<file path="config.mk">
export PLATFORM = sky130hd
export DESIGN_NAME = utf8_invisible_char_filter_core_flat
export DESIGN_NICKNAME = d
export VERILOG_FILES = /design/src/hdl/uicf_pkg.sv /design/src/hdl/uicf_if.sv /design/src/hdl/uicf_front.sv /design/src/hdl/uicf_queue.sv /design/src/hdl/uicf_back.sv /design/src/hdl/utf8_invisible_char_filter_core.sv /design/src/flat_wrapper.sv
export SDC_FILE = /design/constraint.sdc
export NUM_CORES = 1
export LEC_CHECK = 0
export BUFFER_PORTS_ARGS = -buffer_cell sky130_fd_sc_hd__buf_2
export CAP_MARGIN = 0
export CORE_MARGIN = 2
export CORE_UTILIZATION = 41
export DETAILED_ROUTE_END_ITERATION = 10
export PLACE_DENSITY = 0.58
export SYNTH_ARGS = -nofsm -noshare
export SYNTH_HDL_FRONTEND = slang
export SYNTH_SLANG_ARGS = --single-unit
</file>
<file path="constraint.sdc">
create_clock -name clk -period 8.2 [get_ports clk]
set_input_delay 0 -clock clk [delete_from_list [all_inputs] [get_ports clk]]
set_output_delay 0 -clock clk [all_outputs]
set_load 0.02 [all_outputs]
</file>
<file path="src/hdl/uicf_pkg.sv">
// Shared types, constants and byte-class functions for the invisible character filter.
package uicf_pkg;

	localparam int unsigned BYTE_W   = 8;
	localparam int unsigned LEN_W    = 16;
	localparam int unsigned SLOTS    = 3;
	localparam int unsigned QDEPTH   = 4;
	localparam int unsigned QAW      = $clog2(QDEPTH);
	localparam int unsigned QCNT_W   = $clog2(QDEPTH + 1);

	localparam logic [LEN_W-1:0]  MAX_LEN_RESET = 16'hFFFF;

	localparam logic [BYTE_W-1:0] B_NUL   = 8'h00;
	localparam logic [BYTE_W-1:0] B_TAB   = 8'h09;
	localparam logic [BYTE_W-1:0] B_LF    = 8'h0A;
	localparam logic [BYTE_W-1:0] B_SPACE = 8'h20;
	localparam logic [BYTE_W-1:0] B_DEL   = 8'h7F;
	localparam logic [BYTE_W-1:0] B_E2    = 8'hE2;
	localparam logic [BYTE_W-1:0] B_EF    = 8'hEF;
	localparam logic [BYTE_W-1:0] B_80    = 8'h80;
	localparam logic [BYTE_W-1:0] B_81    = 8'h81;
	localparam logic [BYTE_W-1:0] B_BB    = 8'hBB;
	localparam logic [BYTE_W-1:0] B_BF    = 8'hBF;
	localparam logic [BYTE_W-1:0] B_8B    = 8'h8B;
	localparam logic [BYTE_W-1:0] B_8F    = 8'h8F;
	localparam logic [BYTE_W-1:0] B_AA    = 8'hAA;
	localparam logic [BYTE_W-1:0] B_AE    = 8'hAE;
	localparam logic [BYTE_W-1:0] B_A6    = 8'hA6;
	localparam logic [BYTE_W-1:0] B_A9    = 8'hA9;

	// One input item after classification: up to three kept bytes, then maybe a close.
	typedef struct packed {
		logic [SLOTS-1:0][BYTE_W-1:0] bytes;
		logic [1:0]                   nbytes;
		logic                         eos;
	} bundle_t;

	typedef struct packed {
		logic    valid;
		bundle_t data;
	} q_push_t;

	typedef struct packed {
		logic    empty;
		logic    full;
		bundle_t head;
	} q_stat_t;

	function automatic logic is_prefix(input logic [BYTE_W-1:0] b);
		return (b == B_E2) || (b == B_EF);
	endfunction

	function automatic logic is_kept(input logic [BYTE_W-1:0] b);
		return !(((b < B_SPACE) && (b != B_LF) && (b != B_TAB)) || (b == B_DEL));
	endfunction

	function automatic logic second_ok(input logic [BYTE_W-1:0] h0, input logic [BYTE_W-1:0] b);
		return ((h0 == B_E2) && ((b == B_80) || (b == B_81))) || ((h0 == B_EF) && (b == B_BB));
	endfunction

	function automatic logic third_ok(input logic [BYTE_W-1:0] h0, input logic [BYTE_W-1:0] h1,
	                                  input logic [BYTE_W-1:0] b);
		logic r;
		r = 1'b0;
		if ((h0 == B_E2) && (h1 == B_80))
			r = ((b >= B_8B) && (b <= B_8F)) || ((b >= B_AA) && (b <= B_AE));
		else if ((h0 == B_E2) && (h1 == B_81))
			r = (b >= B_A6) && (b <= B_A9);
		else
			r = (h0 == B_EF) && (h1 == B_BB) && (b == B_BF);
		return r;
	endfunction

endpackage

</file>
<file path="src/hdl/uicf_if.sv">
// Channel interfaces: input bytes, result items and the length register write.
interface uicf_in_if;
	logic                          valid;
	logic                          ready;
	logic [uicf_pkg::BYTE_W-1:0]   in_byte;
	logic                          last;
	modport source (output valid, in_byte, last, input ready);
	modport sink   (input valid, in_byte, last, output ready);
endinterface

interface uicf_out_if;
	logic                          valid;
	logic                          ready;
	logic [uicf_pkg::BYTE_W-1:0]   out_byte;
	logic                          has_byte;
	logic                          end_of_string;
	logic [uicf_pkg::LEN_W-1:0]    written_length;
	modport source (output valid, out_byte, has_byte, end_of_string, written_length,
	                input ready);
	modport sink   (input valid, out_byte, has_byte, end_of_string, written_length,
	                output ready);
endinterface

interface uicf_cfg_if;
	logic                          valid;
	logic                          ready;
	logic [uicf_pkg::LEN_W-1:0]    data;
	modport source (output valid, data, input ready);
	modport sink   (input valid, data, output ready);
endinterface

</file>
<file path="src/hdl/uicf_front.sv">
// Front end: prefix matching of the zero-width sequences and control-byte removal.
module uicf_front (
	input  logic                 clk,
	input  logic                 arst_n,
	uicf_in_if.sink              item,
	input  uicf_pkg::q_stat_t    qstat,
	output uicf_pkg::q_push_t    push
);

	logic [1:0]                      hc_q, hc_d;
	logic [uicf_pkg::BYTE_W-1:0]     h0_q, h0_d, h1_q, h1_d;
	logic                            closed_q, closed_d;
	logic [1:0]                      n;
	logic [uicf_pkg::SLOTS-1:0][uicf_pkg::BYTE_W-1:0] bytes;
	logic [uicf_pkg::BYTE_W-1:0]     b;
	logic                            accept;

	assign item.ready = !qstat.full;
	assign accept     = item.valid && item.ready;
	assign b          = item.in_byte;

	always_comb begin
		n        = 2'd0;
		bytes    = '0;
		hc_d     = hc_q;
		h0_d     = h0_q;
		h1_d     = h1_q;
		closed_d = closed_q;
		if (!closed_q) begin
			if (b == uicf_pkg::B_NUL) begin
				// held prefix bytes are never control bytes
				if (hc_q != 2'd0) begin
					bytes[0] = h0_q;
					n        = 2'd1;
				end
				if (hc_q == 2'd2) begin
					bytes[1] = h1_q;
					n        = 2'd2;
				end
				hc_d     = 2'd0;
				closed_d = 1'b1;
			end else begin
				case (hc_q)
					2'd0: begin
						if (uicf_pkg::is_prefix(b)) begin
							h0_d = b;
							hc_d = 2'd1;
						end else if (uicf_pkg::is_kept(b)) begin
							bytes[0] = b;
							n        = 2'd1;
						end
					end
					2'd1: begin
						if (uicf_pkg::second_ok(h0_q, b)) begin
							h1_d = b;
							hc_d = 2'd2;
						end else begin
							bytes[0] = h0_q;
							n        = 2'd1;
							if (uicf_pkg::is_prefix(b)) begin
								h0_d = b;
								hc_d = 2'd1;
							end else begin
								hc_d = 2'd0;
								if (uicf_pkg::is_kept(b)) begin
									bytes[1] = b;
									n        = 2'd2;
								end
							end
						end
					end
					default: begin
						if (uicf_pkg::third_ok(h0_q, h1_q, b)) begin
							hc_d = 2'd0;
						end else begin
							// h1 is a continuation byte, so it never starts a new prefix
							bytes[0] = h0_q;
							bytes[1] = h1_q;
							n        = 2'd2;
							if (uicf_pkg::is_prefix(b)) begin
								h0_d = b;
								hc_d = 2'd1;
							end else begin
								hc_d = 2'd0;
								if (uicf_pkg::is_kept(b)) begin
									bytes[2] = b;
									n        = 2'd3;
								end
							end
						end
					end
				endcase
			end
		end
		if (item.last) begin
			// whatever is still held goes out before the close
			if (hc_d != 2'd0) begin
				bytes[n] = h0_d;
				n        = n + 2'd1;
			end
			if (hc_d == 2'd2) begin
				bytes[n] = h1_d;
				n        = n + 2'd1;
			end
			hc_d     = 2'd0;
			closed_d = 1'b0;
		end
	end

	always_ff @(posedge clk or negedge arst_n) begin
		if (!arst_n) begin
			hc_q     <= 2'd0;
			closed_q <= 1'b0;
		end else if (accept) begin
			hc_q     <= hc_d;
			closed_q <= closed_d;
		end
	end

	always_ff @(posedge clk) begin
		if (accept) begin
			h0_q <= h0_d;
			h1_q <= h1_d;
		end
	end

	always_comb begin
		push             = '0;
		push.data.bytes  = bytes;
		push.data.nbytes = n;
		push.data.eos    = item.last;
		push.valid       = accept && ((n != 2'd0) || item.last);
	end

endmodule

</file>
<file path="src/hdl/uicf_queue.sv">
// Four-entry queue of classified requests between front and back end.
module uicf_queue (
	input  logic                 clk,
	input  logic                 arst_n,
	input  uicf_pkg::q_push_t    push,
	input  logic                 pop,
	output uicf_pkg::q_stat_t    qstat
);

	uicf_pkg::bundle_t                 mem_q [uicf_pkg::QDEPTH];
	logic [uicf_pkg::QAW-1:0]          wp_q, rp_q;
	logic [uicf_pkg::QCNT_W-1:0]       cnt_q;

	always_ff @(posedge clk or negedge arst_n) begin
		if (!arst_n) begin
			wp_q  <= '0;
			rp_q  <= '0;
			cnt_q <= '0;
		end else begin
			if (push.valid)
				wp_q <= wp_q + 1'b1;
			if (pop)
				rp_q <= rp_q + 1'b1;
			if (push.valid && !pop)
				cnt_q <= cnt_q + 1'b1;
			else if (!push.valid && pop)
				cnt_q <= cnt_q - 1'b1;
		end
	end

	always_ff @(posedge clk) begin
		if (push.valid)
			mem_q[wp_q] <= push.data;
	end

	always_comb begin
		qstat.empty = (cnt_q == '0);
		qstat.full  = (cnt_q == uicf_pkg::QCNT_W'(uicf_pkg::QDEPTH));
		qstat.head  = mem_q[rp_q];
	end

endmodule

</file>
<file path="src/hdl/uicf_back.sv">
// Back end: length limit, per-string byte count and the result output register.
module uicf_back (
	input  logic                 clk,
	input  logic                 arst_n,
	input  uicf_pkg::q_stat_t    qstat,
	output logic                 pop,
	uicf_out_if.source           res,
	uicf_cfg_if.sink             cfg
);

	logic [uicf_pkg::LEN_W-1:0]    max_q, cnt_q;
	logic [1:0]                    idx_q;
	logic                          valid_q, has_q, eos_q;
	logic [uicf_pkg::BYTE_W-1:0]   byte_q;
	logic [uicf_pkg::LEN_W-1:0]    len_q;
	logic [2:0]                    total;
	logic                          cur_is_byte, produce, out_free, step;
	logic [uicf_pkg::BYTE_W-1:0]   cur_byte;
	logic [uicf_pkg::LEN_W-1:0]    cnt_inc;

	assign cfg.ready   = 1'b1;

	assign total       = {1'b0, qstat.head.nbytes} + {2'b00, qstat.head.eos};
	assign cur_is_byte = idx_q < qstat.head.nbytes;
	assign cur_byte    = qstat.head.bytes[idx_q];
	assign cnt_inc     = cnt_q + 1'b1;
	// a byte past the limit still takes its slot but produces nothing
	assign produce     = cur_is_byte ? (cnt_q < max_q) : 1'b1;
	assign out_free    = !valid_q || res.ready;
	assign step        = !qstat.empty && (out_free || !produce);
	assign pop         = step && (({1'b0, idx_q} + 3'd1) == total);

	always_ff @(posedge clk or negedge arst_n) begin
		if (!arst_n) begin
			max_q   <= uicf_pkg::MAX_LEN_RESET;
			cnt_q   <= '0;
			idx_q   <= 2'd0;
			valid_q <= 1'b0;
		end else begin
			if (cfg.valid)
				max_q <= cfg.data;
			if (step) begin
				idx_q <= pop ? 2'd0 : idx_q + 2'd1;
				if (!cur_is_byte)
					cnt_q <= '0;
				else if (produce)
					cnt_q <= cnt_inc;
			end
			if (out_free)
				valid_q <= step && produce;
		end
	end

	always_ff @(posedge clk) begin
		if (step && produce && out_free) begin
			if (cur_is_byte) begin
				byte_q <= cur_byte;
				has_q  <= 1'b1;
				eos_q  <= 1'b0;
				len_q  <= cnt_inc;
			end else begin
				byte_q <= uicf_pkg::B_NUL;
				has_q  <= 1'b0;
				eos_q  <= 1'b1;
				len_q  <= cnt_q;
			end
		end
	end

	assign res.valid          = valid_q;
	assign res.out_byte       = byte_q;
	assign res.has_byte       = has_q;
	assign res.end_of_string  = eos_q;
	assign res.written_length = len_q;

endmodule

</file>
<file path="src/hdl/utf8_invisible_char_filter_core.sv">
// Top level of the UTF-8 control and zero-width character stripper.
// Takes one source byte per cycle whenever the four-entry request queue has room;
// matching of the invisible three-byte sequences is done in that same cycle.
// The back end emits one result per cycle from a registered output stage while the
// receiver is ready. An input byte yields at most four results (kept bytes plus the
// closing item); a length-limited byte takes a back-end step without a result, and
// one dropped or held as a prefix takes no step. Sustained rate is one byte per
// cycle for ordinary text with a ready receiver; flush bursts are absorbed by the
// queue. The user must see that max_length is written through cfg while no request
// is in flight; the block has no check. It applies to later bytes, also mid-string.
module utf8_invisible_char_filter_core (
	input  logic         clk,
	input  logic         arst_n,
	uicf_in_if.sink      item,
	uicf_out_if.source   res,
	uicf_cfg_if.sink     cfg
);

	uicf_pkg::q_push_t push;
	uicf_pkg::q_stat_t qstat;
	logic              pop;

	uicf_front u_front (
		.clk    (clk),
		.arst_n (arst_n),
		.item   (item),
		.qstat  (qstat),
		.push   (push)
	);

	uicf_queue u_queue (
		.clk    (clk),
		.arst_n (arst_n),
		.push   (push),
		.pop    (pop),
		.qstat  (qstat)
	);

	uicf_back u_back (
		.clk    (clk),
		.arst_n (arst_n),
		.qstat  (qstat),
		.pop    (pop),
		.res    (res),
		.cfg    (cfg)
	);

endmodule

</file>
<file path="src/flat_wrapper.sv">
// flat-port wrapper written by rule: the top's interface ports become plain ports
module utf8_invisible_char_filter_core_flat 
  (clk, arst_n, item_valid, item_in_byte, item_last, item_ready, res_valid, res_out_byte, res_has_byte, res_end_of_string, res_written_length, res_ready, cfg_valid, cfg_data, cfg_ready);
  uicf_in_if item_i ();
  uicf_out_if res_i ();
  uicf_cfg_if cfg_i ();
  input  logic clk;
  input  logic arst_n;
  input wire logic [$bits(item_i.valid)-1:0] item_valid;
  input wire logic [$bits(item_i.in_byte)-1:0] item_in_byte;
  input wire logic [$bits(item_i.last)-1:0] item_last;
  output wire logic [$bits(item_i.ready)-1:0] item_ready;
  output wire logic [$bits(res_i.valid)-1:0] res_valid;
  output wire logic [$bits(res_i.out_byte)-1:0] res_out_byte;
  output wire logic [$bits(res_i.has_byte)-1:0] res_has_byte;
  output wire logic [$bits(res_i.end_of_string)-1:0] res_end_of_string;
  output wire logic [$bits(res_i.written_length)-1:0] res_written_length;
  input wire logic [$bits(res_i.ready)-1:0] res_ready;
  input wire logic [$bits(cfg_i.valid)-1:0] cfg_valid;
  input wire logic [$bits(cfg_i.data)-1:0] cfg_data;
  output wire logic [$bits(cfg_i.ready)-1:0] cfg_ready;
  assign item_i.valid = item_valid;
  assign item_i.in_byte = item_in_byte;
  assign item_i.last = item_last;
  assign item_ready = item_i.ready;
  assign res_valid = res_i.valid;
  assign res_out_byte = res_i.out_byte;
  assign res_has_byte = res_i.has_byte;
  assign res_end_of_string = res_i.end_of_string;
  assign res_written_length = res_i.written_length;
  assign res_i.ready = res_ready;
  assign cfg_i.valid = cfg_valid;
  assign cfg_i.data = cfg_data;
  assign cfg_ready = cfg_i.ready;
  utf8_invisible_char_filter_core u_core (.clk(clk), .arst_n(arst_n), .item(item_i), .res(res_i), .cfg(cfg_i));
endmodule
</file>
# == Yosys cells after proc, flatten, opt, wreduce, memory -nomap -nowiden ==
# Memories as Yosys holds them, arrays and structs flattened.
# Cells that the tools add are included.
# word_totals
regBits,87
ram_bits,108
n_memories,1
# mem_list
memory,words,width,read_ports,rd_ports_with_merged_regs,wr,line,rtl
u_core.u_queue.mem_q,4,27,1,0,1,uicf_queue.sv:10,uicf_pkg::bundle_t mem_q [uicf_pkg::QDEPTH];
# op_classes
addsub,10
magnitude_cmp,14
eq_ne,20
mux,78
n_reduce_logical,44
# op_table
op,n
two-way mux 24 bit,6
two-way mux 8 bit,18
== test 8 bit (second input constant),11
two-way mux 16 bit,5
bitwise mux 24 bit,2
case mux 8 bit (2 select lines),3
two-way mux 2 bit,18
demux 8 bit (select 2 bit),2
greater-or-equal comparator 8 bit (second input constant),3
<= comparator 8 bit (second input constant),3
logical AND 1 bit,21
two-way mux 1 bit,19
adder 16 x 1 -> 16 bit (second input constant),1
binary-select mux 8 bit (select 2 bit),1
< comparator 16 bit,1
!= test 8 x 4 -> 1 bit (second input constant),2
adder 2 x 1 -> 2 bit (second input constant),5
< comparator 2 x 3 -> 1 bit (second input constant),3
== test 8 x 7 -> 1 bit (second input constant),1
zero test 8 bit,1
logical OR 1 bit,8
< comparator 8 x 6 -> 1 bit (second input constant),1
case mux 2 bit (2 select lines),2
nonzero test 2 bit,4
17 further kinds,25

# == Logic depth before layout (Yosys ltp) ==
# logic_depth
word_depth,25
ltp_mapped,16
ltp_nobuf,14

# == Hierarchy ==
# From an unflattened synthesis, not the netlist that was laid out.
# hier_totals
cells_unflattened,812
area_unflattened_um2,9988.3
# by_module_without_submodules
module,n_inst,cells_per_inst,area_per_inst_um2
uicf_queue,1,175,4299.1
uicf_back,1,336,3422.0
uicf_front,1,301,2267.2

# == Least setup slack after synthesis ==
# Ideal clock, no wire load.
# synth_timing
kind,input to register
startpoint,input item_in_byte[3]
endpoint,"memory u_core.u_queue.mem_q[0][0] (netlist bit), enable pin"
arrival_time_ns,3.650
setup_slack_ns,4.097
cell_stages,8
cell_sequence,buf_2 -> nand3_1 -> a2111oi_4 -> or3_1 -> nor3_2 -> nand2b_1 -> o211ai_1 -> a21boi_0
# synth_via
elab_chain_cells,22
word_cells_on_any_way,66
# synth_lines
item,line,rtl
"start, declared",flat_wrapper.sv:10,input wire logic [$bits(item_i.in_byte)-1:0] item_in_byte;
greater-or-equal comparator 8 bit (tied with other cells),uicf_pkg.sv:68,r = (b >= B_A6) && (b <= B_A9);
"logical AND 1 bit, on equally long branches","uicf_pkg.sv:68, uicf_pkg.sv:66, uicf_pkg.sv:70",
two-way mux 1 bit / logical OR 1 bit (equally long branches),"uicf_pkg.sv:67, uicf_pkg.sv:66",
two-way mux 1 bit,uicf_pkg.sv:65,if ((h0 == B_E2) && (h1 == B_80))
two-way mux 1 bit,uicf_front.sv:43,case (hc_q)
two-way mux 1 bit,uicf_front.sv:30,if (b == uicf_pkg::B_NUL) begin
two-way mux 1 bit,uicf_front.sv:29,if (!closed_q) begin
two-way mux 2 bit,uicf_front.sv:73,"if (uicf_pkg::third_ok(h0_q, h1_q, b)) begin"
(+6 left out),-,
adder 2 x 1 -> 2 bit,uicf_front.sv:103,n = n + 2'd1;
two-way mux 2 bit,uicf_front.sv:101,if (hc_d == 2'd2) begin
two-way mux 2 bit *,uicf_front.sv:95,if (item.last) begin
nonzero test 2 bit *,uicf_front.sv:132,push.valid = accept && ((n != 2'd0) || item.last);
logical OR 1 bit *,uicf_front.sv:132,
logical AND 1 bit *,uicf_front.sv:132,
two-way mux 1 bit *,uicf_queue.sv:32,if (push.valid)
two-way mux 1 bit (implied by the code) *,uicf_queue.sv:33,mem_q[wp_q] <= push.data;
"end, declared",uicf_queue.sv:10,
# Mark *: on every way between the ends. The rest lies on a longest branch, timed or not. The select of a mux whose other input is x is not followed.

==> flow_metrics.env <==
export IMPL_run_status="finished clean"
export IMPL_grt_antenna_before_repair=0
export IMPL_die_width_um=160
export IMPL_fin_cells=1203
export IMPL_grt_pass1_vias=6526
export IMPL_routed_wl_mm=22.5
export IMPL_whs_path_depth=3
export IMPL_grt_max_degree=46
export IMPL_via_count=6718
export IMPL_drive_gt1_share_pct=19.5
export IMPL_max_freq_ghz=0.215
export IMPL_ys_seq_area_share_pct=56.9
export IMPL_r2r_slack_ps=3540
export IMPL_tns_ps=0
export IMPL_cts_hold_buf=32
export IMPL_ys_types=77
export IMPL_wl_per_cell_um=18.7
export IMPL_hold_start="cfg_valid"
export IMPL_final_cell_area_mm2=0.0114
export IMPL_mostFrequentLayoutCells="edfxtp_1, nand2_1, buf_2"
export IMPL_p_comb_share_pct=34.0
export IMPL_hold_class="in -> reg"
export IMPL_setup_violations=0
export IMPL_die_h_um=160
export IMPL_core_area_mm2=0.0236
export IMPL_power_total_mw=3.42
export IMPL_crit_required_ps=8290
export IMPL_clockBufferDepth=2
export IMPL_worstSkewPairLatency_ps=440
export IMPL_htree_levels=4
export IMPL_route_antenna_remaining_nets=0
export IMPL_io_buffer_count=57
export IMPL_final_common_cell="edfxtp_1"
export IMPL_cp_start_kind="flop"
export IMPL_yosys_warnings=0
export IMPL_rr_endpoint="u_core.u_queue.mem_q[3][17]$_DFFE_PP_"
export IMPL_finalMaxSlewViolations=0
export IMPL_rsz0062_at_grt="false"
export IMPL_r2r_start="u_core.u_front.h0_q[2]$_DFFE_PP_"
export IMPL_arrival_ps=4750
export IMPL_postCtsSetupBuffers=0
export IMPL_gr_usage_all_layers_pct=18.2
export IMPL_fin_crit_ps=4660
export IMPL_ys_ff_latch=195
export IMPL_post_route_period_util_pct=56.8
export IMPL_end_kind="flop"
export IMPL_async_flop_share_pct=23.1
export IMPL_nets=934
export IMPL_maxSlewHeadroom_pct=35.7
export IMPL_gp_congestion=0.893
export IMPL_skew_ps=11.7
export IMPL_clkPwrFrac_pct=23.5
export IMPL_firstDrtPassIters=6
export IMPL_post_place_ws_ps=3610
export IMPL_setup_slack_ps=3540
export IMPL_grt_pass1_wl_mm=36.5
export IMPL_synth_edff_count=150
export IMPL_synth_top_flop_cell="edfxtp_1"
export IMPL_drc=0
export IMPL_worstSetupPathType="reg -> reg"
export IMPL_switching_power_mw=1.21
export IMPL_avgSynthCellArea_um2=12.5
export IMPL_final_core_util_pct=48.3
export IMPL_diodes=0
export IMPL_core_rowCount=56
export IMPL_overflow=0
export IMPL_io_pins=59
export IMPL_peakVddDrop_mv=0.155
export IMPL_start_util_pct=42.1
export IMPL_clk_pin_slew_ps=80
export IMPL_cap_violations=0
export IMPL_postSynthCellCount=798
export IMPL_cts_sinks=195
export IMPL_syn_to_final_growth_pct=14.7
export IMPL_die_area_mm2=0.0255
export IMPL_min_to="u_core.u_back.max_q[5]$_DFFE_PN1P_"
export IMPL_tightestPinTransition_ps=964
export IMPL_synth_nets=861
export IMPL_cts_made_buffers=17
export IMPL_p_int_mw=2.21
export IMPL_cts_tree="built"
export IMPL_drtIter0Drc=828
export IMPL_viasPerCell=5.58
export IMPL_fillCellCount=2092
export IMPL_path_max_fanout=8
export IMPL_p_seq_share_pct=42.6
export IMPL_dp_hpwl_mm=15.1
export IMPL_switching_share_pct=35.5
export IMPL_power_density_mw_per_mm2=300
export IMPL_cts_root_buf="clkbuf_16"
export IMPL_hold_viol_final=0
export IMPL_dpl_instance_area_mm2=0.0105
export IMPL_whs_ps=19.8
export IMPL_place_inst=1139
export IMPL_cts_resized=0
export IMPL_p_leak_nw=4.40
export IMPL_reg2reg_depth=13
export IMPL_syn_area_mm2=0.00994
## synthesized netlist by cell type (11+ instances only)
library cell	count	area share, %
dfstp_2	16	4.2
inv_1	49	1.9
a21oi_1	24	1.2
o21ai_0	29	1.5
o221ai_1	17	1.5
o31ai_1	31	2.3
nand3_1	20	1.0
and3_1	11	0.69
dfrtp_1	29	7.3
ha_1	32	4.0
clkbuf_1	28	1.1
nand2_1	75	2.8
xnor2_1	12	1.1
edfxtp_1	150	45
nor2_1	52	2.0
xor2_1	14	1.2
mux4_2	27	6.1
## logic make-up after synthesis
| group | synth area share (%) |
|---|---|
| AND/OR/NAND/NOR | 10.9 |
| flip-flops | 56.9 |
| AO/OA/AOI/OAI | 13.9 |
| buffers and inverters | 3.95 |
| multiplexers | 7.81 |
| adder cells (fa/ha/maj) | 4.23 |
| XOR/XNOR | 2.29 |
| other | 0.0377 |
## layer usage
layer / vias to the layer above / GRT usage [%] / share of wire [%]
li1: 3179 / - / -
met1: 3302 / 27.0 / 49
met2: 213 / 27.7 / 45
met3: 24 / 2.39 / 4.3
met4: 0 / 5.91 / 1.5
met5: - / 0 / 0
## power groups by stage
stage	logic [mW]	registers, mW	clock network (mW)
after floorplan	0.791	1.52	0
after global placement	1.17	1.47	0
after detailed placement	1.17	1.48	0
after CTS	1.18	1.46	0.828
after global routing	1.30	1.48	0.866
final	1.16	1.46	0.804
## cell type report
| class | count | area, um^2 | area share [%] |
|---|---|---|---|
| inverter | 50 | 188 | 1.65 |
| timing repair buffer | 99 | 681 | 5.97 |
| clock buffer | 17 | 425 | 3.73 |
| multi-input combinational | 508 | 3910 | 34.3 |
| tap | 319 | 399 | 3.50 |
| sequential | 195 | 5650 | 49.6 |
| clock inverter | 15 | 140 | 1.23 |
## flip-flops by register name, indices dropped and copies added (netlist names), 2 cells and up
name	count
u_core.u_queue.mem_q	108
u_core.u_back.cnt_q	16
u_core.u_back.max_q	16
u_core.u_back.res.written_length	16
u_core.u_back.res.out_byte	8
u_core.u_front.h0_q	8
u_core.u_front.h1_q	8
u_core.u_queue.cnt_q	3
u_core.u_back.idx_q	2
u_core.u_front.hc_q	2
u_core.u_queue.rp_q	2
u_core.u_queue.wp_q	2
## worst max path at each step
stage                                startpoint                                     to  slack (ps)  cells after the start
2_1_floorplan                   item_in_byte[3]   u_core.u_queue.mem_q[0][0]$_DFFE_PP_        4100                      8
6_report       u_core.u_front.h0_q[2]$_DFFE_PP_  u_core.u_queue.mem_q[3][17]$_DFFE_PP_        3540                     13
3_3_place_gp   u_core.u_front.h0_q[0]$_DFFE_PP_  u_core.u_queue.mem_q[0][11]$_DFFE_PP_        3690                     14
3_5_place_dp   u_core.u_front.h0_q[2]$_DFFE_PP_  u_core.u_queue.mem_q[0][11]$_DFFE_PP_        3610                     14
5_1_grt        u_core.u_front.h0_q[2]$_DFFE_PP_   u_core.u_queue.mem_q[2][3]$_DFFE_PP_        3120                     14
4_1_cts        u_core.u_front.h0_q[2]$_DFFE_PP_  u_core.u_queue.mem_q[0][11]$_DFFE_PP_        3590                     14
## critical path, cell delays in order, from the launching register on
cell	delay (ps)
edfxtp_1	450
nor4_1	430
nor4bb_1	340
a2bb2oi_1	160
o31ai_1	520
nand2b_1	240
and3_1	280
inv_1	90
ha_1	250
mux2i_1	190
ha_1	260
a311oi_1	130
a211oi_2	590
o221ai_1	390
(Power assumes the default switching activity.)
